## src/sv/hsv2rgb_pkg.sv

```systemverilog
// ----------------------------------------------------------------------------
// hsv2rgb_pkg
// Shared constants, sector codes and stage records for the HSV to RGB
// converter pipeline.
// ----------------------------------------------------------------------------
package hsv2rgb_pkg;

  localparam int HUE_FRAC_BITS     = 6;
  localparam int CHANNEL_FRAC_BITS = 8;

  localparam int HUE_W   = 15;
  localparam int CH_W    = 9;
  localparam int BYTE_W  = 8;
  localparam int SECT_W  = 3;
  localparam int REM_W   = 12;
  localparam int LEVEL_W = 20;
  localparam int PROD_W  = CH_W + LEVEL_W;
  localparam int SCALE_W = PROD_W + BYTE_W;
  localparam int Y_W     = 12;

  // The common denominator ONE*ONE*60<<HUE_FRAC_BITS is 2^24 * 15.
  localparam int Y_LSB       = 2 * CHANNEL_FRAC_BITS + HUE_FRAC_BITS + 2;
  localparam int RECIP_W     = 13;
  localparam int RECIP_SHIFT = 16;
  localparam logic [RECIP_W-1:0] RECIP15 = 13'd4370;

  localparam logic [CH_W-1:0]    CH_ONE      = CH_W'(1 << CHANNEL_FRAC_BITS);
  localparam logic [REM_W-1:0]   SECTOR_SPAN = REM_W'(60 << HUE_FRAC_BITS);
  localparam logic [HUE_W-1:0]   HUE_FULL    = HUE_W'(360 << HUE_FRAC_BITS);
  localparam logic [LEVEL_W-1:0] LEVEL_FULL  =
    LEVEL_W'((1 << CHANNEL_FRAC_BITS) * (60 << HUE_FRAC_BITS));

  localparam logic [SECT_W-1:0] SECTOR_0 = 3'd0;
  localparam logic [SECT_W-1:0] SECTOR_1 = 3'd1;
  localparam logic [SECT_W-1:0] SECTOR_2 = 3'd2;
  localparam logic [SECT_W-1:0] SECTOR_3 = 3'd3;
  localparam logic [SECT_W-1:0] SECTOR_4 = 3'd4;
  localparam logic [SECT_W-1:0] SECTOR_5 = 3'd5;

  typedef struct packed {
    logic [SECT_W-1:0] sector;
    logic [REM_W-1:0]  rem;
    logic [CH_W-1:0]   sat;
    logic [CH_W-1:0]   val;
  } sector_t;

  typedef struct packed {
    logic [CH_W-1:0]    val;
    logic [LEVEL_W-1:0] x_r;
    logic [LEVEL_W-1:0] x_g;
    logic [LEVEL_W-1:0] x_b;
  } level_t;

endpackage

```

## src/sv/hsv_to_rgb_converter.sv

```systemverilog
// ----------------------------------------------------------------------------
// hsv_to_rgb_converter
// Throughput is one pixel per clock; the six pipeline stages all advance
// together whenever the output register is empty or being read.
// Reset clears only the stage valid bits; the data registers are not reset.
// ----------------------------------------------------------------------------
module hsv_to_rgb_converter
  import hsv2rgb_pkg::*;
(
  input  logic        clk,
  input  logic        rst,
  input  logic        s_axis_tvalid,
  output logic        s_axis_tready,
  // hue [14:0], saturation [23:15], brightness [32:24], zero fill [39:33]
  input  logic [39:0] s_axis_tdata,
  output logic        m_axis_tvalid,
  input  logic        m_axis_tready,
  // red [7:0], green [15:8], blue [23:16]
  output logic [23:0] m_axis_tdata
);

  // The whole pipeline moves as one shift line. It advances when the output
  // register has no pixel or the pixel there is being taken this cycle, so a
  // stall simply freezes every stage and nothing is dropped or duplicated.
  logic en;

  logic    sec_valid;
  sector_t sec_data;
  logic    lvl_valid;
  level_t  lvl_data;

  // Valid bits for the three scaling stages, which carry no control of
  // their own.
  logic [2:0] scl_valid;

  logic [BYTE_W-1:0] red;
  logic [BYTE_W-1:0] green;
  logic [BYTE_W-1:0] blue;

  assign en            = ~m_axis_tvalid | m_axis_tready;
  assign s_axis_tready = en;

  // Stage 1: input clamping, wrap of a full turn, sector split.
  hsv2rgb_sector u_sector (
    .clk        (clk),
    .rst        (rst),
    .en         (en),
    .in_valid   (s_axis_tvalid),
    .hue        (s_axis_tdata[14:0]),
    .saturation (s_axis_tdata[23:15]),
    .brightness (s_axis_tdata[32:24]),
    .out_valid  (sec_valid),
    .out_data   (sec_data)
  );

  // Stages 2 and 3: s*f products, then p/q/t levels routed by sector. Zero
  // saturation needs no special path: every level then equals the value.
  hsv2rgb_level u_level (
    .clk       (clk),
    .rst       (rst),
    .en        (en),
    .in_valid  (sec_valid),
    .in_data   (sec_data),
    .out_valid (lvl_valid),
    .out_data  (lvl_data)
  );

  // Stages 4 to 6: one scaling unit per channel. The last register of each
  // is the output register.
  hsv2rgb_scale u_scale_r (
    .clk   (clk),
    .en    (en),
    .val   (lvl_data.val),
    .level (lvl_data.x_r),
    .chan  (red)
  );

  hsv2rgb_scale u_scale_g (
    .clk   (clk),
    .en    (en),
    .val   (lvl_data.val),
    .level (lvl_data.x_g),
    .chan  (green)
  );

  hsv2rgb_scale u_scale_b (
    .clk   (clk),
    .en    (en),
    .val   (lvl_data.val),
    .level (lvl_data.x_b),
    .chan  (blue)
  );

  always_ff @(posedge clk) begin
    if (rst) begin
      scl_valid <= '0;
    end else if (en) begin
      scl_valid <= {scl_valid[1:0], lvl_valid};
    end
  end

  assign m_axis_tvalid = scl_valid[2];
  assign m_axis_tdata  = {blue, green, red};

  // The sector split never yields a code past the last sector.
  a_sector_range : assert property (@(posedge clk) disable iff (rst)
    sec_valid |-> (sec_data.sector <= SECTOR_5))
    else $error("sector code out of range");

  // The remainder always lies inside one sector span.
  a_rem_range : assert property (@(posedge clk) disable iff (rst)
    sec_valid |-> (sec_data.rem < SECTOR_SPAN))
    else $error("hue remainder not below sector span");

  // An accepted request is on the output once the pipeline has advanced it through every stage.
  a_latency : assert property (@(posedge clk) disable iff (rst)
    (s_axis_tvalid && s_axis_tready) ##1 en ##1 en ##1 en ##1 en ##1 en
      |=> m_axis_tvalid)
    else $error("accepted request did not reach the output in six stages");

endmodule

```

## src/sv/hsv2rgb_sector.sv

```systemverilog
// ----------------------------------------------------------------------------
// hsv2rgb_sector
// First pipeline stage: clamps saturation and brightness, wraps hue at or
// above a full turn to zero, and splits hue into a sector and the remainder inside that sector.
// ----------------------------------------------------------------------------
module hsv2rgb_sector
  import hsv2rgb_pkg::*;
(
  input  logic             clk,
  input  logic             rst,
  input  logic             en,
  input  logic             in_valid,
  input  logic [HUE_W-1:0] hue,
  input  logic [CH_W-1:0]  saturation,
  input  logic [CH_W-1:0]  brightness,
  output logic             out_valid,
  output sector_t          out_data
);

  logic [HUE_W-1:0] hue_c;
  logic [HUE_W-1:0] base;
  logic [HUE_W-1:0] diff;
  sector_t          data_next;

  always_comb begin
    // Hue at or above a full turn wraps to zero.
    hue_c = (hue >= HUE_FULL) ? '0 : hue;
    priority if (hue_c < HUE_W'(SECTOR_SPAN)) begin
      data_next.sector = SECTOR_0;
      base             = '0;
    end else if (hue_c < HUE_W'(2 * SECTOR_SPAN)) begin
      data_next.sector = SECTOR_1;
      base             = HUE_W'(SECTOR_SPAN);
    end else if (hue_c < HUE_W'(3 * SECTOR_SPAN)) begin
      data_next.sector = SECTOR_2;
      base             = HUE_W'(2 * SECTOR_SPAN);
    end else if (hue_c < HUE_W'(4 * SECTOR_SPAN)) begin
      data_next.sector = SECTOR_3;
      base             = HUE_W'(3 * SECTOR_SPAN);
    end else if (hue_c < HUE_W'(5 * SECTOR_SPAN)) begin
      data_next.sector = SECTOR_4;
      base             = HUE_W'(4 * SECTOR_SPAN);
    end else begin
      data_next.sector = SECTOR_5;
      base             = HUE_W'(5 * SECTOR_SPAN);
    end
    diff           = hue_c - base;
    data_next.rem  = diff[REM_W-1:0];
    data_next.sat  = (saturation > CH_ONE) ? CH_ONE : saturation;
    data_next.val  = (brightness > CH_ONE) ? CH_ONE : brightness;
  end

  always_ff @(posedge clk) begin
    if (rst) begin
      out_valid <= 1'b0;
    end else if (en) begin
      out_valid <= in_valid;
    end
  end

  always_ff @(posedge clk) begin
    if (en) begin
      out_data <= data_next;
    end
  end

endmodule

```

## src/sv/hsv2rgb_level.sv

```systemverilog
// ----------------------------------------------------------------------------
// hsv2rgb_level
// Two stages: forms the s*f products, then the p, q and t levels over the
// common denominator, and routes them to red, green and blue by sector.
// ----------------------------------------------------------------------------
module hsv2rgb_level
  import hsv2rgb_pkg::*;
(
  input  logic    clk,
  input  logic    rst,
  input  logic    en,
  input  logic    in_valid,
  input  sector_t in_data,
  output logic    out_valid,
  output level_t  out_data
);

  localparam int SR_W = CH_W + REM_W;

  // Product stage registers.
  logic                valid_a;
  logic [SECT_W-1:0]   sector_a;
  logic [CH_W-1:0]     sat_a;
  logic [CH_W-1:0]     val_a;
  logic [LEVEL_W-1:0]  sq_a;
  logic [LEVEL_W-1:0]  st_a;

  logic [REM_W-1:0]    rem_inv;
  logic [SR_W-1:0]     sq_full;
  logic [SR_W-1:0]     st_full;

  logic [CH_W-1:0]     one_minus_s;
  logic [LEVEL_W-1:0]  xp;
  logic [LEVEL_W-1:0]  xq;
  logic [LEVEL_W-1:0]  xt;
  level_t              data_next;

  always_comb begin
    rem_inv = SECTOR_SPAN - in_data.rem;
    sq_full = SR_W'(in_data.sat) * SR_W'(in_data.rem);
    st_full = SR_W'(in_data.sat) * SR_W'(rem_inv);
  end

  always_ff @(posedge clk) begin
    if (en) begin
      sector_a <= in_data.sector;
      sat_a    <= in_data.sat;
      val_a    <= in_data.val;
      sq_a     <= sq_full[LEVEL_W-1:0];
      st_a     <= st_full[LEVEL_W-1:0];
    end
  end

  always_comb begin
    one_minus_s   = CH_ONE - sat_a;
    xp            = LEVEL_W'(one_minus_s) * LEVEL_W'(SECTOR_SPAN);
    xq            = LEVEL_FULL - sq_a;
    xt            = LEVEL_FULL - st_a;
    data_next.val = val_a;
    unique case (sector_a)
      SECTOR_0: begin
        data_next.x_r = LEVEL_FULL;
        data_next.x_g = xt;
        data_next.x_b = xp;
      end
      SECTOR_1: begin
        data_next.x_r = xq;
        data_next.x_g = LEVEL_FULL;
        data_next.x_b = xp;
      end
      SECTOR_2: begin
        data_next.x_r = xp;
        data_next.x_g = LEVEL_FULL;
        data_next.x_b = xt;
      end
      SECTOR_3: begin
        data_next.x_r = xp;
        data_next.x_g = xq;
        data_next.x_b = LEVEL_FULL;
      end
      SECTOR_4: begin
        data_next.x_r = xt;
        data_next.x_g = xp;
        data_next.x_b = LEVEL_FULL;
      end
      default: begin
        data_next.x_r = LEVEL_FULL;
        data_next.x_g = xp;
        data_next.x_b = xq;
      end
    endcase
  end

  always_ff @(posedge clk) begin
    if (en) begin
      out_data <= data_next;
    end
  end

  always_ff @(posedge clk) begin
    if (rst) begin
      valid_a   <= 1'b0;
      out_valid <= 1'b0;
    end else if (en) begin
      valid_a   <= in_valid;
      out_valid <= valid_a;
    end
  end

endmodule

```

## src/sv/hsv2rgb_scale.sv

```systemverilog
// ----------------------------------------------------------------------------
// hsv2rgb_scale
// Three stages for one channel: multiplies by the value, by 255, and divides
// by the common denominator (a shift and a reciprocal multiply by 1/15).
// ----------------------------------------------------------------------------
module hsv2rgb_scale
  import hsv2rgb_pkg::*;
(
  input  logic               clk,
  input  logic               en,
  input  logic [CH_W-1:0]    val,
  input  logic [LEVEL_W-1:0] level,
  output logic [BYTE_W-1:0]  chan
);

  localparam int Q_W = Y_W + RECIP_W;

  logic [PROD_W-1:0]  prod;
  logic [SCALE_W-1:0] scaled;
  logic [Y_W-1:0]     y;
  logic [Q_W-1:0]     quot;

  // 255 * m is formed as 256 * m - m.
  assign scaled = {prod, BYTE_W'(0)} - SCALE_W'(prod);
  assign quot   = Q_W'(y) * Q_W'(RECIP15);

  always_ff @(posedge clk) begin
    if (en) begin
      prod <= PROD_W'(val) * PROD_W'(level);
      y    <= scaled[Y_LSB +: Y_W];
      chan <= quot[RECIP_SHIFT +: BYTE_W];
    end
  end

endmodule
```

## config.mk

```make
export PLATFORM = sky130hd
export DESIGN_NAME = hsv_to_rgb_converter
export DESIGN_NICKNAME = d
export VERILOG_FILES = /design/src/sv/hsv2rgb_pkg.sv /design/src/sv/hsv_to_rgb_converter.sv /design/src/sv/hsv2rgb_sector.sv /design/src/sv/hsv2rgb_level.sv /design/src/sv/hsv2rgb_scale.sv
export SDC_FILE = /design/constraint.sdc
export NUM_CORES = 2
export LEC_CHECK = 0
export ABC_AREA = 1
export BUFFER_PORTS_ARGS = -buffer_cell sky130_fd_sc_hd__buf_2
export CORE_UTILIZATION = 44
export DETAILED_ROUTE_END_ITERATION = 10
export PLACE_DENSITY = 0.66
export SKIP_CTS_REPAIR_TIMING = 1
export SLEW_MARGIN = 20
export SYNTH_ARGS = -nofsm -noshare
export SYNTH_HDL_FRONTEND = slang
export SYNTH_HIERARCHICAL = 1
export SYNTH_SLANG_ARGS = --single-unit
```

## constraint.sdc

```tcl
create_clock -name clk -period 8.17 [get_ports clk]
set_clock_uncertainty 0.1 [all_clocks]
set_input_delay 0 -clock clk [delete_from_list [all_inputs] [get_ports clk]]
set_output_delay 0 -clock clk [all_outputs]
set_load 0.005 [all_outputs]
```

# Word level (Yosys, flattened, before mapping)

Index checks and enable logic that the tools add are counted.

Multipliers: 9
Muxes and demuxes: 11
Magnitude comparators: 8
Bitwise logic cells: 2
Reduce and logical (&&, ||, !) cells: 3
$add $sub $neg: 8
Equality and inequality tests: 4

Operators by type and width:

| cell                     | number |
|---|---|
| $pmux W60 S5             | 1 |
| $sub A36 B29 Y36         | 3 |
| $mul A9 B20 Y29          | 3 |
| $mul A12 B12 Y23 const B | 3 |
| $mux W12                 | 4 |
| $mul A9 B12 Y20          | 2 |
| $sub A20 B20 Y20 const A | 2 |
| $lt A15 B14 Y1 const B   | 2 |
| $gt A9 B9 Y1 const B     | 2 |
| $ge A15 B15 Y1 const B   | 1 |
| $lt A15 B12 Y1 const B   | 1 |
| $lt A15 B13 Y1 const B   | 1 |
| $lt A15 B15 Y1 const B   | 1 |
| $mux W15                 | 1 |
| $mul A9 B4 Y12 const B   | 1 |
| $sub A12 B12 Y12         | 1 |
| $sub A12 B12 Y12 const A | 1 |
| $mux W11                 | 1 |
| $sub A9 B9 Y9 const A    | 1 |
| $eq A3 B2 Y1 const B     | 2 |
| $mux W2                  | 2 |
| $reduce_or A4 Y1         | 1 |
| $eq A3 B1 Y1 const B     | 1 |
| $eq A3 B3 Y1 const B     | 1 |
| 5 further kinds          | 6 |

Flip-flop bits (word level): 316
Bits of input ports: 44
Output and inout bits: 26
Logic and storage cells: 73

# Longest topological paths before layout

Word-level depth: 9
Mapped depth: 29
Depth with buffers taken out: 28

# Modules after synthesis

The synthesis kept the hierarchy.

Modules (own cells, without submodules):

| module                     | seq. area each (um2) | cells each | instances | area each (um2) |
|---|---|---|---|---|
| hsv2rgb_level              | 3913.8               | 1702       | 1         | 14137.3 |
| hsv2rgb_scale at u_scale_r | 1471.4               | 1586       | 1         | 11100.6 |
| hsv2rgb_scale at u_scale_g | 1471.4               | 1574       | 1         | 11079.4 |
| hsv2rgb_scale at u_scale_b | 1471.4               | 1576       | 1         | 11006.8 |
| hsv2rgb_sector             | 1011.0               | 177        | 1         | 1744.2 |
| hsv_to_rgb_converter       | 60.1                 | 19         | 1         | 126.4 |

# Least setup slack after synthesis

No wires, ideal clock.

Path kind: register to register
From: reg scl_valid[2]
To: reg u_level/out_data[0] (netlist bit) (enable)
Arrival time: 5.522 ns
Slack: 0.184 ns
Cell stages (with the launch flop): 2
Cell sequence: dfxtp_1 -> nand2_1

Cells in the longest elaborated chain, start to end: 2

RTL lines:

| what                   | RTL line                   | source |
|---|---|---|
| from (decl)            | hsv_to_rgb_converter.sv:34 | `logic [2:0] scl_valid;` |
| from (signal assigned) | hsv_to_rgb_converter.sv:98 | `scl_valid <= {scl_valid[1:0], lvl_valid};` |
| $not A1 Y1             | hsv_to_rgb_converter.sv:40 | `assign en = ~m_axis_tvalid \| m_axis_tready;` |
| $or A1 B1 Y1           | hsv_to_rgb_converter.sv:40 |  |
| via s_axis_tready      | hsv_to_rgb_converter.sv:13 | `output logic s_axis_tready,` |
| to (signal assigned)   | hsv2rgb_level.sv:96        | `out_data <= data_next;` |
| to (decl)              | hsv2rgb_level.sv:15        | `output level_t out_data` |

The timed path passes the listed nets, and every way through them passes these cells.
A chain may end at the register's enable or synchronous reset.

# Worst setup path in the final report

From: reg u_sector/out_data[19] (netlist bit)
To: reg u_level.st_a[19], data pin

Cells in the longest elaborated chain, start to end: 2

RTL lines:

| what                    | RTL line             | source |
|---|---|---|
| from (decl)             | hsv2rgb_sector.sv:17 | `output sector_t out_data` |
| from (signal assigned)  | hsv2rgb_sector.sv:63 | `out_data <= data_next;` |
| $sub A12 B12 Y12        | hsv2rgb_level.sv:39  | `rem_inv = SECTOR_SPAN - in_data.rem;` |
| $mul A9 B12 Y20         | hsv2rgb_level.sv:41  | `st_full = SR_W'(in_data.sat) * SR_W'(rem_inv);` |
| via u_level.st_full[19] | hsv2rgb_level.sv:30  | `logic [SR_W-1:0] st_full;` |
| to (signal assigned)    | hsv2rgb_level.sv:50  | `st_a <= st_full[LEVEL_W-1:0];` |
| to (decl)               | hsv2rgb_level.sv:26  | `logic [LEVEL_W-1:0] st_a;` |

The timed path passes the listed nets, and every way through them passes these cells.

==> results.toml <==
[global_route]
antenna_found_initial = 1
met3_usage = 0.0243
grt_max_degree = 73
track_usage = 0.212
grt-ovfl-total = 0
gr-usage-met1 = 0.273
grt_pass1_vias = 41000
grt.busiest_layer = "met2"
grt_pass1_wl_um = 197000
met2_usage = 0.374

[cells_and_area]
nets = 7733
n_fill_cell = 11000
areaGrowthSynthToFinish_pct = 7.33
layout-drive-gt1-share = 0.0437
n_antenna_cell = 0
regArea_sq_mm = 0.00940
multiInputGateArea_sq_mm = 0.0327

[synthesis]
ys_warn_count = 6
synthDistinctLibCells = 59
ys_seq_area_frac = 0.191
syn_inst = 6634
synthesis.nets = 7724
synth_edf_count = 309
syn-cell-area_sq_mm = 0.0492
synth_ff_type = "edfxtp_1"
ys_ff_latch = 315
syn_avg_cell_area_sq_um = 7.42
async_flop_share = 0

[sta]
worst_pin_slew_ps = 1020
setup_tns_ps = 0
post-route-period-util = 0.690
relSlewSlack = 0.321
setup_viol = 0
fin_crit_ps = 5630
finalMaxSlewViolations = 0
max_freq_mhz = 177
rsz0062_at_grt = "false"
hold_slack_ps = -45.1
finalHoldViolCount = 1

[floorplanning]
fp.dieArea_sq_mm = 0.113
initial_core_util = 0.444
die_h_um = 336
ios = 70
die_x_um = 336
rows = 122
core_area_sq_mm = 0.111

[cts]
htree_levels = 2
clock-root-buffer = "clkbuf_16"
insertion_delay_ps = 630
cts_tree = "done"
path_clk_slew_ps = 60
cts_max_path_buffers = 3
clock-sinks = 315
cts_buffers = 42

[critical_path]
worstSetupPathType = "reg -> reg"
endpoint = "u_level/st_a[19]"
cp_slowest_stage_delay_ps = 570
crit_fanout = 10
cp_num_cells = 27
startpoint = "u_sector/out_data[19]"
slowest_stage = "edfxtp_1"
end_kind = "register"
required_ps = 8440
critPathArrivalTime_ps = 5900
worstReg2RegEnd = "u_level/st_a[19]"
path_delay_family = "adder cells"
startpoint_type = "register"
timing.reg2reg.setup_slack_ps = 2540
crit_buf_inv = 6
reg2reg_from = "u_sector/out_data[19]"
r2r_cells = 27
crit_top_cell = "nand2_1"

[hold_path]
hold_path.class = "in -> reg"
hp-start = "s_axis_tdata[13]"

[route]
drt_iter0_markers = 2423
num_vias = 40400
viasPerCell = 4.95
drtAntennaViolNets = 0
drt-total-wl_um = 118000
drtPass1Iterations = 5
wl_per_cell_um = 14.4
drc_errors = 0

[placed_design]
io_buffers = 62
routabilityCongestion = 0.932
hpwl_um = 95000

[flow_run]
max_cap_viol_count = 0

[run_status]
status = "finished, violations left"
violations = "hold timing"
## routing by layer
layer	wire length (um)	share of wire	vias to the layer above
met5	0	0	-
met4	2840	0.024	0
met3	5430	0.046	176
met2	56600	0.48	942
met1	52700	0.45	19200
li1	-	-	20100
## cell usage in the layout (no fill, tap or decap), drive strengths merged, types with 32 or more instances in the layout
cell type,instances
a21oi,241
buf,80
clkbuf,48
dlygate4sd3,45
edfxtp,309
fa,557
ha,489
inv,1729
nand2,1890
nand3,308
nand4,112
nor2,412
nor3,63
o21ai,102
o21bai,39
xnor2,32
xor2,71
## cell type report
type | count | area share
well taps | 1488 | 0.0353
clock inverters | 30 | 0.00817
clock buffers | 48 | 0.0203
repair buffers | 125 | 0.0170
inverters | 1727 | 0.123
flip-flops and latches | 315 | 0.178
multi-input cells | 4432 | 0.618
## cell families (layout without fill, tap and decap cells)
| kind of cell | after synthesis | count (layout) | synth area share |
|---|---|---|---|
| buffers and inverters | 1887 | 1930 | 0.145 |
| multiplexers | 2 | 2 | 0.000407 |
| flip-flops | 315 | 315 | 0.191 |
| AO/OA/AOI/OAI | 458 | 458 | 0.0529 |
| AND/OR/NAND/NOR | 2823 | 2823 | 0.241 |
| adder cells (fa/ha/maj) | 1046 | 1046 | 0.351 |
| XOR/XNOR | 103 | 103 | 0.0183 |
## through the flow
step	area [sq um]	utilization	hold WS [ps]	setup slack, ps	instances
2_1_floorplan	49200	-	-30.9	184	6634
3_5_place_dp	50800	0.459	98.5	2520	8042
3_3_place_gp	50800	0.459	96.8	2580	8042
6_report	52800	0.476	-45.1	2540	8165
4_1_cts	52400	0.472	-585	2510	8120
5_1_grt	52800	0.476	30.6	2160	8165
## worst register-to-register path, delay by kind of cell, from the launching register on
family / cells / cell delay (ps)
adders and majority gates: 6 / 2570
buffers and inverters: 6 / 460
DFF: 1 / 570
and+or+nand+nor: 15 / 1670
## state kept, by name, summed over array words and instances, names as in the netlist
| register | flops |
|---|---|
| u_scale_b/chan | 8 |
| u_level/sq_a | 20 |
| u_scale_r/prod | 29 |
| u_scale_g/chan | 8 |
| u_scale_b/y | 12 |
| u_scale_g/y | 12 |
| u_sector/out_data | 33 |
| u_sector/out_valid | 1 |
| u_scale_r/chan | 8 |
| scl_valid | 3 |
| u_level/val_a | 9 |
| u_scale_g/prod | 29 |
| u_scale_r/y | 12 |
| u_level/st_a | 19 |
| u_level/out_data | 69 |
| u_level/sat_a | 9 |
| u_level/out_valid | 1 |
| u_scale_b/prod | 29 |
| u_level/sector_a | 3 |
| u_level/valid_a | 1 |
## cell usage after synthesis, types with 53 or more instances
| library cell | count | area [sq um] |
|---|---|---|
| nand2_1 | 1865 | 7000 |
| edfxtp_1 | 309 | 9280 |
| inv_1 | 1693 | 6350 |
| o21ai_0 | 84 | 420 |
| nor3_1 | 53 | 265 |
| fa_1 | 557 | 11200 |
| clkbuf_1 | 140 | 526 |
| nand4_1 | 111 | 694 |
| nand3_1 | 294 | 1470 |
| xor2_1 | 71 | 622 |
| ha_1 | 489 | 6120 |
| a21oi_1 | 238 | 1190 |
| nor2_1 | 375 | 1410 |
## worst min path at each step
stage / end / cells after the start
floorplan: scl_valid[2] / 1
global placement: u_sector/out_data[8] / 1
detailed placement: u_sector/out_data[8] / 1
CTS: u_sector/out_data[8] / 1
global route: u_level/out_valid / 3
finish: u_sector/out_data[30] / 7
Power is left out: the tool's default activity adds up to more than one toggle a clock period on the data nets, which glitch-free logic cannot reach.
